===== src/sv/i2cm_pkg.sv =====
// ----------------------------------------------------------------------------
// i2cm_pkg
// Types and constants shared by the I2C register access master and its
// channel interfaces.
// ----------------------------------------------------------------------------
package i2cm_pkg;

   // request kinds
   localparam logic [1:0] KIND_TICK  = 2'd0;
   localparam logic [1:0] KIND_WRITE = 2'd1;
   localparam logic [1:0] KIND_READ  = 2'd2;

   localparam logic [7:0] MAX_READ_COUNT = 8'd255;
   localparam int unsigned MSB_BIT = 7;

   typedef struct packed {
      logic [1:0] kind;
      logic [6:0] device_address;
      logic [7:0] register_address;
      logic [7:0] write_data;
      logic [7:0] read_count;
      logic       sda_level;
   } req_type;

   typedef struct packed {
      logic       scl_level;
      logic       sda_drive;
      logic       sda_output_enable;
      logic       read_valid;
      logic [7:0] read_byte;
      logic       read_last;
      logic       ack_valid;
      logic       ack_level;
      logic       done_res;
      logic       busy_res;
   } rsp_type;

endpackage


===== src/sv/i2cm_if.sv =====
// ----------------------------------------------------------------------------
// i2cm request and response channels
// Valid/ready channels; a request moves at a clock edge with valid and ready.
// ----------------------------------------------------------------------------
interface i2cm_req_if;
   logic              valid;
   logic              ready;
   i2cm_pkg::req_type payload;

   modport source (output valid, output payload, input ready);
   modport sink   (input valid, input payload, output ready);
endinterface

interface i2cm_rsp_if;
   logic              valid;
   logic              ready;
   i2cm_pkg::rsp_type payload;

   modport source (output valid, output payload, input ready);
   modport sink   (input valid, input payload, output ready);
endinterface


===== src/sv/i2c_master_register_access_unit.sv =====
// ----------------------------------------------------------------------------
// i2c_master_register_access_unit
// Bit-level I2C master for register writes and burst reads, one bus delay
// slot per tick request.
// ----------------------------------------------------------------------------
// A new request is taken in each cycle while the response register is empty or
// being drained. A tick request advances the bus sequencer by one delay slot
// and its response (SCL, SDA drive and enable, received byte, sampled
// acknowledge, done and busy) appears in the response register on the next
// cycle. A write or burst-read command is taken only while idle, produces no
// response, and is dropped otherwise. A read count of zero reads one byte.
// Acknowledges from the target are reported but never abort a transfer.
module i2c_master_register_access_unit (
   input  logic          clock,
   input  logic          reset,
   i2cm_req_if.sink      req_chan,
   i2cm_rsp_if.source    rsp_chan
);

   typedef enum logic [4:0] {
      PH_IDLE      = 5'd0,
      PH_START     = 5'd1,
      PH_TX_ADDR   = 5'd2,
      PH_ACK_ADDR  = 5'd3,
      PH_TX_REG    = 5'd4,
      PH_ACK_REG   = 5'd5,
      PH_TX_DATA   = 5'd6,
      PH_ACK_DATA  = 5'd7,
      PH_RESTART   = 5'd8,
      PH_TX_RADDR  = 5'd9,
      PH_ACK_RADDR = 5'd10,
      PH_RX        = 5'd11,
      PH_MACK      = 5'd12,
      PH_STOP      = 5'd13
   } phase_type;

   phase_type phase_ff, phase_in;
   logic [1:0] slot_ff, slot_in;
   logic [2:0] bit_ff, bit_in;
   logic [7:0] shift_ff, shift_in;
   logic [7:0] left_ff, left_in;
   logic [6:0] addr_ff, addr_in;
   logic [7:0] reg_ff, reg_in;
   logic [7:0] data_ff, data_in;
   logic       is_read_ff, is_read_in;

   logic                rsp_valid_ff, rsp_valid_in;
   i2cm_pkg::rsp_type   rsp_ff, rsp_in;

   logic       accept;
   logic [7:0] tx_value;
   phase_type  tx_next;
   phase_type  ack_next;
   logic [7:0] count_adj;
   logic [7:0] rx_shift;
   logic       last_byte;

   assign req_chan.ready   = !rsp_valid_ff || rsp_chan.ready;
   assign accept           = req_chan.valid && req_chan.ready;
   assign rsp_chan.valid   = rsp_valid_ff;
   assign rsp_chan.payload = rsp_ff;

   assign last_byte = (left_ff <= 8'd1);
   assign rx_shift  = {shift_ff[6:0], req_chan.payload.sda_level};

   always_comb begin
      count_adj = req_chan.payload.read_count;
      if (count_adj == 8'd0) begin
         count_adj = 8'd1;
      end
      if (count_adj > i2cm_pkg::MAX_READ_COUNT) begin
         count_adj = i2cm_pkg::MAX_READ_COUNT;
      end
   end

   // byte and follow-on phase for the shared transmit and acknowledge slots
   always_comb begin
      tx_value = {addr_ff, 1'b0};
      tx_next  = PH_ACK_ADDR;
      ack_next = PH_TX_REG;
      unique case (phase_ff)
         PH_TX_REG: begin
            tx_value = reg_ff;
            tx_next  = PH_ACK_REG;
         end
         PH_TX_DATA: begin
            tx_value = data_ff;
            tx_next  = PH_ACK_DATA;
         end
         PH_TX_RADDR: begin
            tx_value = {addr_ff, 1'b1};
            tx_next  = PH_ACK_RADDR;
         end
         PH_ACK_REG: begin
            ack_next = is_read_ff ? PH_RESTART : PH_TX_DATA;
         end
         PH_ACK_DATA: begin
            ack_next = PH_STOP;
         end
         PH_ACK_RADDR: begin
            ack_next = PH_RX;
         end
         default: begin
            tx_value = {addr_ff, 1'b0};
            tx_next  = PH_ACK_ADDR;
            ack_next = PH_TX_REG;
         end
      endcase
   end

   always_comb begin
      phase_in     = phase_ff;
      slot_in      = slot_ff;
      bit_in       = bit_ff;
      shift_in     = shift_ff;
      left_in      = left_ff;
      addr_in      = addr_ff;
      reg_in       = reg_ff;
      data_in      = data_ff;
      is_read_in   = is_read_ff;
      rsp_in       = '0;
      rsp_in.busy_res = 1'b1;
      rsp_valid_in = rsp_valid_ff && !rsp_chan.ready;

      if (accept) begin
         if (req_chan.payload.kind != i2cm_pkg::KIND_TICK) begin
            if (phase_ff == PH_IDLE &&
                (req_chan.payload.kind == i2cm_pkg::KIND_WRITE ||
                 req_chan.payload.kind == i2cm_pkg::KIND_READ)) begin
               addr_in    = req_chan.payload.device_address;
               reg_in     = req_chan.payload.register_address;
               data_in    = req_chan.payload.write_data;
               is_read_in = (req_chan.payload.kind == i2cm_pkg::KIND_READ);
               left_in    = count_adj;
               phase_in   = PH_START;
               slot_in    = 2'd0;
               bit_in     = 3'd0;
               shift_in   = 8'd0;
            end
         end else begin
            rsp_valid_in = 1'b1;
            unique case (phase_ff)
               PH_START, PH_RESTART: begin
                  rsp_in.scl_level         = 1'b1;
                  rsp_in.sda_output_enable = 1'b1;
                  if (slot_ff == 2'd0) begin
                     rsp_in.sda_drive = 1'b1;
                     slot_in          = 2'd1;
                  end else begin
                     rsp_in.sda_drive = 1'b0;
                     phase_in = (phase_ff == PH_START) ? PH_TX_ADDR : PH_TX_RADDR;
                     slot_in  = 2'd0;
                  end
               end
               PH_TX_ADDR, PH_TX_REG, PH_TX_DATA, PH_TX_RADDR: begin
                  rsp_in.sda_output_enable = 1'b1;
                  priority if (slot_ff == 2'd0) begin
                     // lead-in slot: load the byte
                     shift_in         = tx_value;
                     bit_in           = 3'd0;
                     rsp_in.scl_level = 1'b0;
                     rsp_in.sda_drive = 1'b1;
                     slot_in          = 2'd1;
                  end else if (slot_ff == 2'd1) begin
                     rsp_in.scl_level = 1'b1;
                     rsp_in.sda_drive = shift_ff[i2cm_pkg::MSB_BIT];
                     slot_in          = 2'd2;
                  end else begin
                     rsp_in.scl_level = 1'b0;
                     rsp_in.sda_drive = shift_ff[i2cm_pkg::MSB_BIT];
                     shift_in         = {shift_ff[6:0], 1'b0};
                     if (bit_ff == 3'd7) begin
                        phase_in = tx_next;
                        slot_in  = 2'd0;
                        bit_in   = 3'd0;
                     end else begin
                        bit_in  = bit_ff + 3'd1;
                        slot_in = 2'd1;
                     end
                  end
               end
               PH_ACK_ADDR, PH_ACK_REG, PH_ACK_DATA, PH_ACK_RADDR: begin
                  rsp_in.sda_drive = 1'b1;
                  if (slot_ff == 2'd0) begin
                     rsp_in.scl_level = 1'b1;
                     rsp_in.ack_valid = 1'b1;
                     rsp_in.ack_level = req_chan.payload.sda_level;
                     slot_in          = 2'd1;
                  end else begin
                     rsp_in.scl_level = 1'b0;
                     phase_in         = ack_next;
                     slot_in          = 2'd0;
                     if (phase_ff == PH_ACK_RADDR) begin
                        shift_in = 8'd0;
                        bit_in   = 3'd0;
                     end
                  end
               end
               PH_RX: begin
                  rsp_in.sda_drive = 1'b1;
                  if (slot_ff == 2'd0) begin
                     rsp_in.scl_level = 1'b0;
                     slot_in          = 2'd1;
                  end else begin
                     // sample on the high clock slot
                     rsp_in.scl_level = 1'b1;
                     shift_in         = rx_shift;
                     if (bit_ff == 3'd7) begin
                        rsp_in.read_valid = 1'b1;
                        rsp_in.read_byte  = rx_shift;
                        rsp_in.read_last  = last_byte;
                        phase_in          = PH_MACK;
                        bit_in            = 3'd0;
                     end else begin
                        bit_in = bit_ff + 3'd1;
                     end
                     slot_in = 2'd0;
                  end
               end
               PH_MACK: begin
                  rsp_in.sda_drive         = last_byte;
                  rsp_in.sda_output_enable = 1'b1;
                  if (slot_ff == 2'd0) begin
                     rsp_in.scl_level = 1'b0;
                     slot_in          = 2'd1;
                  end else begin
                     rsp_in.scl_level = 1'b1;
                     slot_in          = 2'd0;
                     if (last_byte) begin
                        phase_in = PH_STOP;
                     end else begin
                        left_in  = left_ff - 8'd1;
                        shift_in = 8'd0;
                        bit_in   = 3'd0;
                        phase_in = PH_RX;
                     end
                  end
               end
               PH_STOP: begin
                  rsp_in.scl_level         = 1'b1;
                  rsp_in.sda_output_enable = 1'b1;
                  if (slot_ff == 2'd0) begin
                     rsp_in.sda_drive = 1'b0;
                     slot_in          = 2'd1;
                  end else begin
                     rsp_in.sda_drive = 1'b1;
                     rsp_in.done_res  = 1'b1;
                     phase_in         = PH_IDLE;
                     slot_in          = 2'd0;
                     bit_in           = 3'd0;
                  end
               end
               default: begin
                  phase_in                 = PH_IDLE;
                  slot_in                  = 2'd0;
                  bit_in                   = 3'd0;
                  rsp_in.scl_level         = 1'b1;
                  rsp_in.sda_drive         = 1'b1;
                  rsp_in.sda_output_enable = 1'b1;
                  rsp_in.busy_res          = 1'b0;
               end
            endcase
         end
      end else if (rsp_valid_ff && !rsp_chan.ready) begin
         // hold the stalled response
         rsp_in = rsp_ff;
      end
   end

   always_ff @(posedge clock) begin
      if (reset) begin
         phase_ff     <= PH_IDLE;
         slot_ff      <= 2'd0;
         bit_ff       <= 3'd0;
         shift_ff     <= 8'd0;
         left_ff      <= 8'd0;
         addr_ff      <= 7'd0;
         reg_ff       <= 8'd0;
         data_ff      <= 8'd0;
         is_read_ff   <= 1'b0;
         rsp_valid_ff <= 1'b0;
      end else begin
         phase_ff     <= phase_in;
         slot_ff      <= slot_in;
         bit_ff       <= bit_in;
         shift_ff     <= shift_in;
         left_ff      <= left_in;
         addr_ff      <= addr_in;
         reg_ff       <= reg_in;
         data_ff      <= data_in;
         is_read_ff   <= is_read_in;
         rsp_valid_ff <= rsp_valid_in;
      end
      rsp_ff <= rsp_in;
   end

   a_idle_slot_zero: assert property (@(posedge clock) disable iff (reset)
      phase_ff == PH_IDLE |-> slot_ff == 2'd0 && bit_ff == 3'd0)
      else $error("idle phase with slot or bit count left over");

   a_slot_range: assert property (@(posedge clock) disable iff (reset)
      slot_ff != 2'd3)
      else $error("slot index out of range");

   a_done_busy: assert property (@(posedge clock) disable iff (reset)
      rsp_valid_ff && rsp_ff.done_res |-> rsp_ff.busy_res && phase_ff == PH_IDLE)
      else $error("done reported without finishing the transaction");

   a_idle_lines: assert property (@(posedge clock) disable iff (reset)
      rsp_valid_ff && !rsp_ff.busy_res |->
         rsp_ff.scl_level && rsp_ff.sda_drive && rsp_ff.sda_output_enable &&
         !rsp_ff.read_valid && !rsp_ff.ack_valid)
      else $error("idle response does not hold the bus high");

   a_one_event: assert property (@(posedge clock) disable iff (reset)
      rsp_valid_ff |-> !(rsp_ff.read_valid && rsp_ff.ack_valid))
      else $error("read byte and target acknowledge in one slot");

endmodule


===== src/flat_wrapper.sv =====
// flat-port wrapper written by rule: the top's interface ports become plain ports
module i2c_master_register_access_unit_flat 
  (clock, reset, req_chan_valid, req_chan_payload, req_chan_ready, rsp_chan_valid, rsp_chan_payload, rsp_chan_ready);
  i2cm_req_if req_chan_i ();
  i2cm_rsp_if rsp_chan_i ();
  input  logic clock;
  input  logic reset;
  input wire logic [$bits(req_chan_i.valid)-1:0] req_chan_valid;
  input wire logic [$bits(req_chan_i.payload)-1:0] req_chan_payload;
  output wire logic [$bits(req_chan_i.ready)-1:0] req_chan_ready;
  output wire logic [$bits(rsp_chan_i.valid)-1:0] rsp_chan_valid;
  output wire logic [$bits(rsp_chan_i.payload)-1:0] rsp_chan_payload;
  input wire logic [$bits(rsp_chan_i.ready)-1:0] rsp_chan_ready;
  assign req_chan_i.valid = req_chan_valid;
  assign req_chan_i.payload = req_chan_payload;
  assign req_chan_ready = req_chan_i.ready;
  assign rsp_chan_valid = rsp_chan_i.valid;
  assign rsp_chan_payload = rsp_chan_i.payload;
  assign rsp_chan_i.ready = rsp_chan_ready;
  i2c_master_register_access_unit u_core (.clock(clock), .reset(reset), .req_chan(req_chan_i), .rsp_chan(rsp_chan_i));
endmodule

===== config.mk =====
export PLATFORM = sky130hd
export DESIGN_NAME = i2c_master_register_access_unit_flat
export DESIGN_NICKNAME = d
export VERILOG_FILES = /design/src/sv/i2cm_pkg.sv /design/src/sv/i2cm_if.sv /design/src/sv/i2c_master_register_access_unit.sv /design/src/flat_wrapper.sv
export SDC_FILE = /design/constraint.sdc
export NUM_CORES = 1
export LEC_CHECK = 0
export BUFFER_PORTS_ARGS = -buffer_cell sky130_fd_sc_hd__buf_2
export CAP_MARGIN = 30
export CORE_MARGIN = 5
export CORE_UTILIZATION = 62
export DETAILED_ROUTE_END_ITERATION = 8
export PLACE_DENSITY = 0.86
export SLEW_MARGIN = 20
export SYNTH_ARGS = -nofsm -noshare
export SYNTH_HDL_FRONTEND = slang
export SYNTH_SLANG_ARGS = --single-unit
export TNS_END_PERCENT = 30

===== constraint.sdc =====
create_clock -name clock -period 3.9 [get_ports clock]
set_input_delay 0.585 -clock clock [delete_from_list [all_inputs] [get_ports clock]]
set_output_delay 0.585 -clock clock [all_outputs]
set_load 0.02 [all_outputs]

* Yosys cells after proc, flatten, opt, wreduce, memory -nomap -nowiden
Cells that the tools add are included.
** Word-level totals
- Bits in registers :: 68
- Latch bits :: 0
- RAM bits :: 0
- Bits in read-only memories :: 0
- Input bits :: 38
- Output and inout bits :: 19
- Logic and storage cells :: 155
- Memories kept :: 0
** Cells by class
- $add $sub $neg :: 2
- Multiply operators :: 0
- Divide/modulo/power cells :: 0
- Order comparisons :: 2
- Equal/unequal tests :: 34
- Shift-type cells :: 0
- Multiplexer cells :: 72
- Bitwise logic cells :: 0
- Reduce and logical (&&, ||, !) cells :: 25
** Operators with widths (count)
- 8-bit 2-to-1 mux :: 16
- 5-bit 2-to-1 mux :: 11
- 17-bit 2-to-1 mux :: 3
- 3-bit 2-to-1 mux :: 12
- 8-bit case mux with 4 select lines :: 1
- 5-bit by 4-bit == test with 1-bit output, second input constant :: 6
- 10-bit 2-to-1 mux :: 3
- 5-bit case mux with 6 select lines :: 1
- 8-bit case mux with 3 select lines :: 1
- 3-bit by 2-bit inequality test with 1-bit output, second input constant :: 7
- 5-bit by 3-bit == test with 1-bit output, second input constant :: 4
- 3-bit case mux with 6 select lines :: 1
- 2-bit 2-to-1 mux :: 8
- 5-bit case mux with 3 select lines :: 1
- 13-bit OR reduction :: 1
- 2-bit case mux with 6 select lines :: 1
- 4-bit case mux with 3 select lines :: 1
- 11-bit AND reduction :: 1
- 5-bit by 2-bit == test with 1-bit output, second input constant :: 2
- 10-bit AND reduction :: 1
- 1-bit 2-to-1 mux :: 9
- 3-bit by 1-bit inequality test with 1-bit output, second input constant :: 3
- 9-bit AND reduction :: 1
- 9-bit OR reduction :: 1
- other kinds (28) :: 39

* Longest topological paths before layout
Gate-level depths: netlist of the first run.
- Depth in word-level cells :: 7
- Depth in mapped cells :: 10
- Gate-level depth less buffers :: 7

* Worst setup path after synthesis of the first run
No wires, ideal clock.
- Path type :: in2reg
- Start :: input rsp_chan_ready
- End :: register u_core.bit_ff[0]
- Library setup time :: 0.121 ns
- Data arrival time :: 2.451 ns
- Data required time :: 3.779 ns
- Setup slack :: 1.329 ns
- Stages on the path :: 7
- Buffers on the path :: 2
- Cell sequence :: nand2b_1 > clkbuf_1 > nand3_1 > nand2_1 > buf_2 > nand4_1 > mux2_2
** On the way
- Word-level cells in the longest chain between the ends :: 3
** Ends and longest elaborated chain
- from (decl) :: line flat_wrapper.sv:13 : input wire logic [$bits(rsp_chan_i.ready)-1:0] rsp_chan_ready;
- 1-bit logical OR :: line i2c_master_register_access_unit.sv:58 : assign req_chan.ready = !rsp_valid_ff || rsp_chan.ready;
- 1-bit logical AND :: line i2c_master_register_access_unit.sv:59 : assign accept = req_chan.valid && req_chan.ready;
- 10-bit AND reduction (no line)
- to (signal assigned) :: line i2c_master_register_access_unit.sv:285 : bit_ff <= bit_in;
- to (decl) :: line i2c_master_register_access_unit.sv:39 : logic [2:0] bit_ff, bit_in;
No other way between the ends.
A chain may end at the register's enable or synchronous reset.

* Worst setup path after layout of the first run
- Start :: register u_core.phase_ff[2]
- End :: register u_core.bit_ff[0]
** On the way
- Word-level cells in the longest chain between the ends :: 4
- Elaborated cells between the ends (all ways) :: 30
- Those cells by class :: 22 x eq/ne; 2 x mux; 6 x reduce/logical
** Ends and longest elaborated chain
- from (decl) :: line i2c_master_register_access_unit.sv:37 : phase_type phase_ff, phase_in;
- from (signal assigned) :: line i2c_master_register_access_unit.sv:283 : phase_ff <= phase_in;
- 5-bit by 2-bit == test with 1-bit output, or another cell as far along :: line i2c_master_register_access_unit.sv:142 : unique case (phase_ff)
- 4-bit OR reduction, or another cell as far along :: line i2c_master_register_access_unit.sv:142
- 4-bit by 2-bit inequality test with 1-bit output (no line), or another cell as far along
- 10-bit AND reduction (no line) or 3-bit 2-to-1 mux (tied branches)
Several ways; a longest one is shown, not always the timed one.

==> flow_metrics.env, run 1 <==
export IMPL_status="finished, final reports clean"
export IMPL_fin_setup_tns_ps=0
export IMPL_nets=505
export IMPL_drc=0
export IMPL_max_freq_mhz=383
export IMPL_crit_required_ps=4150
export IMPL_cts_max_path_buffers=2
export IMPL_rows=29
export IMPL_critPathMaxFanout=24
export IMPL_crit_path_end_kind="register"
export IMPL_synth_fp_nets=463
export IMPL_grt_remaining_overflow=0
export IMPL_drtPass1Iterations=6
export IMPL_rsz0062_at_grt="false"
export IMPL_cts_root_buf="clkbuf_8"
export IMPL_core_um2=6240
export IMPL_gp_congestion=0.959
export IMPL_maxCapViolCount=0
export IMPL_p_per_area_nw_per_um2=388
export IMPL_drv_slew=0
export IMPL_track_usage=0.243
export IMPL_postSynthAreaPerCell_um2=9.35
export IMPL_grt_pass1_vias=3181
export IMPL_antenna_found_initial=0
export IMPL_p_sw_mw=0.456
export IMPL_ant_nets=0
export IMPL_numCtsBuffers=9
export IMPL_seq_area_frac_synth=0.386
export IMPL_netlist_top_cells_area="dfxtp_1 (26%), edfxtp_1 (13%), mux2i_1 (9.7%)"
export IMPL_intPower_mw=1.25
export IMPL_synthCells=419
export IMPL_crit_slowest_cell="dfxtp_1"
export IMPL_synth_async_sr_flop_share=0
export IMPL_seqPwrFrac=0.449
export IMPL_clk_latency_ps=360
export IMPL_post_cts_resized=0
export IMPL_final_hold_violation_count=0
export IMPL_cp_cell_sequence="nand2_1 -> nor3_2 -> o221ai_2 -> nand4_1 -> mux2_2"
export IMPL_cts_htree_levels=3
export IMPL_finalCriticalPeriod_ps=2610
export IMPL_wl_met1_um=3930
export IMPL_maxUsedRoutingLayer="met4"
export IMPL_synth_cell_types=63
export IMPL_post_cts_setup_buffer_count=0
export IMPL_numPortBuffers=56
export IMPL_path_clk_slew_ps=80
export IMPL_num_io_pins=57
export IMPL_slew_headroom=0.365
export IMPL_place_area_um2=4170
export IMPL_cp_arrival_ps=2860
export IMPL_wl_per_cell_um=17.0
export IMPL_cp_top_family="flip-flops"
export IMPL_ctsHoldBuffers=0
export IMPL_power_frac_comb=0.151
export IMPL_dp_hpwl_um=6400
export IMPL_crit_path_start_kind="register"
export IMPL_first_iter_violations=437
export IMPL_drt_total_wl_um=9250
export IMPL_grt_pass1_wl_um=15000
export IMPL_cp_slowest_stage_delay_ps=950
export IMPL_rrSetupSlack_ps=1290
export IMPL_yosysTopAreaCellShare=0.256
export IMPL_fin_crit_sh=0.670
export IMPL_p_clk_frac=0.400
export IMPL_grt_max_degree=57
export IMPL_diodes=0
export IMPL_switching_share=0.267
export IMPL_synth_seq_cells=67
export IMPL_die_area_um2=8010
export IMPL_start_util=0.628
export IMPL_routed_wl_met2_um=4180
export IMPL_hold_path_class="primary input to register"
export IMPL_syn_cell_area_um2=3920
export IMPL_cts_sinks=67
export IMPL_leakagePower_nw=1.65
export IMPL_path_buf_inv=0
export IMPL_die_w_um=89.5
export IMPL_tightest_slew_ps=950
export IMPL_skew_ps=6.14
export IMPL_drive_gt1_frac=0.236
export IMPL_vias=3410
export IMPL_vdd_drop_max_mv=0.261
export IMPL_synth_warnings=0
export IMPL_synth_main_ff_cell="dfxtp_1"
export IMPL_area_growth_pct=12.5
export IMPL_synth_top_area_cell="dfxtp_1"
export IMPL_routed_wl_met3_um=790
export IMPL_cts_tree="yes"
export IMPL_routed_via_density=6.28
export IMPL_finalSetupViolCount=0
export IMPL_final_area_um2=4410
export IMPL_synth_edf_count=17
export IMPL_path_class="register to register"
export IMPL_die_height_um=89.5
## final cells by class
cell class | instances | area, um^2
flip-flops and latches | 67 | 1510
repair buffers | 64 | 340
clock inverters | 5 | 82.6
well taps | 77 | 96.3
clock buffers | 11 | 153
inverters | 9 | 33.8
multi-input cells | 310 | 2190
fillers | 482 | 1840
## sequential cells by signal, summed over array words and instances (netlist names), 2 cells and up
name,flops
u_core.bit_ff,3
u_core.reg_ff,8
u_core.shift_ff,8
u_core.rsp_chan.payload,17
u_core.data_ff,8
u_core.phase_ff,4
u_core.addr_ff,7
u_core.slot_ff,2
u_core.left_ff,8
## path summary, 6_finish.rpt
| kind | from | endpoint | cells past startpoint |
|---|---|---|---|
| max | u_core.phase_ff[2]$_SDFFE_PP0P_ | u_core.bit_ff[0]$_SDFFE_PP0P_ | 5 |
| min | req_chan_payload[24] | u_core.reg_ff[7]$_SDFFE_PP0P_ | 3 |
| max reg2reg | u_core.phase_ff[2]$_SDFFE_PP0P_ | u_core.bit_ff[0]$_SDFFE_PP0P_ | 5 |
| min reg2reg | u_core.bit_ff[1]$_SDFFE_PP0P_ | u_core.bit_ff[1]$_SDFFE_PP0P_ | 2 |
## logic make-up (layout without fill, tap and decap cells)
logic type,Yosys count,after routing,share of synthesized area
AO/OA/AOI/OAI,113,113,0.218
adder cells (fa/ha/maj),6,6,0.0192
buffers and inverters,42,89,0.0556
flip-flops,67,67,0.386
multiplexers,44,44,0.114
AND/OR/NAND/NOR,147,147,0.207
## synth_stat cells (9+ instances only)
master,n
nor2_1,45
inv_1,9
buf_2,12
nand2b_1,19
and2_1,9
mux2i_1,38
a21oi_1,25
dfxtp_1,50
edfxtp_1,17
nor2b_1,9
o21ai_0,21
clkbuf_1,11
nand2_1,26
## layer usage
metal | GRT usage | up-vias
met5 | 0 | -
li1 | - | 1630
met4 | 0.124 | 0
met1 | 0.319 | 1548
met2 | 0.375 | 189
met3 | 0.0535 | 43
## cells in the final DEF, fill, tap and decap left out, types with 6 or more instances in the layout
cell and instances:
edfxtp_1 17, nand2b_1 19, a211oi_2 7, buf_2 56
a31oi_1 6, inv_1 9, buf_4 8, clkbuf_8 9
mux2i_1 38, a21oi_1 25, mux2_2 6, o21ai_0 21
and2_1 9, a41oi_1 7, a2bb2oi_1 8, dfxtp_1 50
nand2_1 26, ha_1 6, nor2b_1 9, nor2_1 45
## power by group through the flow
stage          registers [mW]  clock network, mW  logic, mW
4_1_cts                 0.766              0.690      0.257
6_report                0.766              0.683      0.258
3_3_place_gp            0.780                  0      0.249
5_1_grt                 0.770              0.720      0.284
2_1_floorplan           0.784                  0      0.190
3_5_place_dp            0.781                  0      0.255
## per-stage QoR
step,power (mW),hold slack [ps],instances,worst slack (ps),util
floorplan,0.974,455,419,1330,-
global placement,1.03,468,527,1150,0.668
detailed placement,1.04,482,527,1110,0.668
CTS,1.71,456,543,1320,0.706
global route,1.77,465,543,1110,0.706
finish,1.71,463,543,1290,0.706
## worst register-to-register path, cell delays in order, from the launching register on
cell and delay [ps]:
dfxtp_1 950, nand2_1 290, nor3_2 350, o221ai_2 280, nand4_1 280, mux2_2 360
(Power assumes the default switching activity.)
==> run 2, diff against run 1 <==
Settings changed: CORE_UTILIZATION 62 to 52, PLACE_DENSITY 0.86 to 0.77.
Clock period 3.9 ns to 2.3 ns, I/O delays scaled along.
==> run 2 against run 1 <==
Against the previous run:
- sequential cell count did not move
- sequential share of layout area is 1.0 points lower
- maximum frequency up 21%
- critical path type unchanged
- non-clock buffer count grew 21
- routed wire length increased by 1.3%
- final cell count grew 7.9%
- largest power group unchanged
- via count grew 1.6%
- clock power rose by 44%
- first-iteration DRC count decreased by 49%
==> flow_metrics.env, run 2 (same netlist as run 1, synthesis figures left out) <==
export IMPL_post_cts_resized=0
export IMPL_drv_slew=0
export IMPL_skew_ps=14.3
export IMPL_grt_pass1_wl_um=15400
export IMPL_status="finished, final reports clean"
export IMPL_rows=31
export IMPL_vias=3465
export IMPL_grt_remaining_overflow=0
export IMPL_drt_total_wl_um=9370
export IMPL_numCtsBuffers=9
export IMPL_core_um2=7290
export IMPL_cts_sinks=67
export IMPL_wl_per_cell_um=16.0
export IMPL_hold_path_class="primary input to register"
export IMPL_ctsHoldBuffers=0
export IMPL_num_io_pins=57
export IMPL_ant_nets=0
export IMPL_start_util=0.537
export IMPL_fin_setup_tns_ps=0
export IMPL_area_growth_pct=16.1
export IMPL_vdd_drop_max_mv=0.458
export IMPL_cts_root_buf="clkbuf_8"
export IMPL_clk_latency_ps=350
export IMPL_final_hold_violation_count=0
export IMPL_final_common_cell="buf_2"
export IMPL_maxCapViolCount=0
export IMPL_die_w_um=96.8
export IMPL_cp_cell_sequence="buf_4 -> nand2_1 -> o311ai_2 -> a2bb2oi_1 -> a211oi_2"
export IMPL_cts_htree_levels=3
export IMPL_final_cell_mix="buf_2 (56), dfxtp_1 (49), nor2_1 (45)"
export IMPL_cts_tree="yes"
export IMPL_grt_max_degree=35
export IMPL_routed_via_density=5.91
export IMPL_die_height_um=96.8
export IMPL_post_cts_setup_buffer_count=0
export IMPL_numPortBuffers=56
export IMPL_die_area_um2=9370
export IMPL_track_usage=0.197
export IMPL_cp_arrival_ps=2430
export IMPL_drc=0
export IMPL_nets=526
export IMPL_path_clk_slew_ps=80
export IMPL_crit_path_end_kind="register"
export IMPL_first_iter_violations=222
export IMPL_largest_register_ffs=17
export IMPL_finalCriticalPeriod_ps=2160
export IMPL_cp_slowest_stage_delay_ps=610
export IMPL_rsz0062_at_grt="false"
export IMPL_crit_slowest_cell="o311ai_2"
export IMPL_tightest_slew_ps=842
export IMPL_drtPass1Iterations=6
export IMPL_crit_required_ps=2570
export IMPL_leakagePower_nw=1.73
export IMPL_diodes=0
export IMPL_dp_hpwl_um=6870
export IMPL_path_class="register to register"
export IMPL_crit_path_start_kind="register"
export IMPL_gp_congestion=0.925
export IMPL_grt_pass1_vias=3146
export IMPL_fin_crit_sh=0.938
export IMPL_p_per_area_nw_per_um2=604
export IMPL_antenna_found_initial=0
export IMPL_finalSetupViolCount=0
export IMPL_p_total_mw=2.74
export IMPL_max_freq_mhz=463
export IMPL_slew_headroom=0.434
export IMPL_drive_gt1_frac=0.271
export IMPL_cts_max_path_buffers=2
export IMPL_critPathMaxFanout=16
## run 2: metrics by stage
stage | worst slack [ps] | area, um^2 | utilization | hold slack (ps) | instances
final | 142 | 4550 | 0.624 | 229 | 586
after global routing | 19.1 | 4550 | 0.624 | 238 | 586
after CTS | 112 | 4550 | 0.623 | 222 | 586
after detailed placement | 90.1 | 4360 | 0.597 | 481 | 570
after global placement | 206 | 4360 | 0.597 | 472 | 570
after floorplan | 305 | 3920 | - | 455 | 419
## run 2: worst paths after layout
kind / endpoint / slack [ps] / cells past startpoint / start
hold / removal: u_core.reg_ff[4]$_SDFFE_PP0P_ / 230 / 3 / req_chan_payload[21]
hold reg to reg: u_core.shift_ff[0]$_SDFFE_PP0P_ / 490 / 2 / u_core.shift_ff[0]$_SDFFE_PP0P_
setup / recovery: u_core.shift_ff[7]$_SDFFE_PP0P_ / 140 / 5 / u_core.phase_ff[2]$_SDFFE_PP0P_
setup reg to reg: u_core.shift_ff[7]$_SDFFE_PP0P_ / 140 / 5 / u_core.phase_ff[2]$_SDFFE_PP0P_
## run 2: per-layer routing
metal | part of all wire | GRT usage
met3 | 0.083 | 0.0525
met5 | 0 | 0
met1 | 0.44 | 0.261
met4 | 0.017 | 0.0637
met2 | 0.46 | 0.311
## run 2: final cells by class
cell class | count | area, um^2
Clock buffer | 10 | 128
Clock inverter | 6 | 62.6
Fill cell | 646 | 2750
Inverter | 9 | 33.8
Multi-Input combinational cell | 310 | 2190
Sequential cell | 67 | 1510
Tap cell | 99 | 124
Timing Repair Buffer | 85 | 498
## run 2: critical path, delay by kind of cell (launching register included)
family / cells / cell delay, ps
buffers and inverters: 1 / 290
AND/OR/NAND/NOR: 1 / 170
AO/OA/AOI/OAI: 3 / 1040
flip-flops: 1 / 590
## run 2: power breakdown
part / total (mW) / leakage, nW / switching (mW) / internal [mW]
combinational: 0.454 / 1.02 / 0.251 / 0.204
clock: 0.981 / 0.0970 / 0.479 / 0.502
sequential: 1.31 / 0.609 / 0.0479 / 1.26
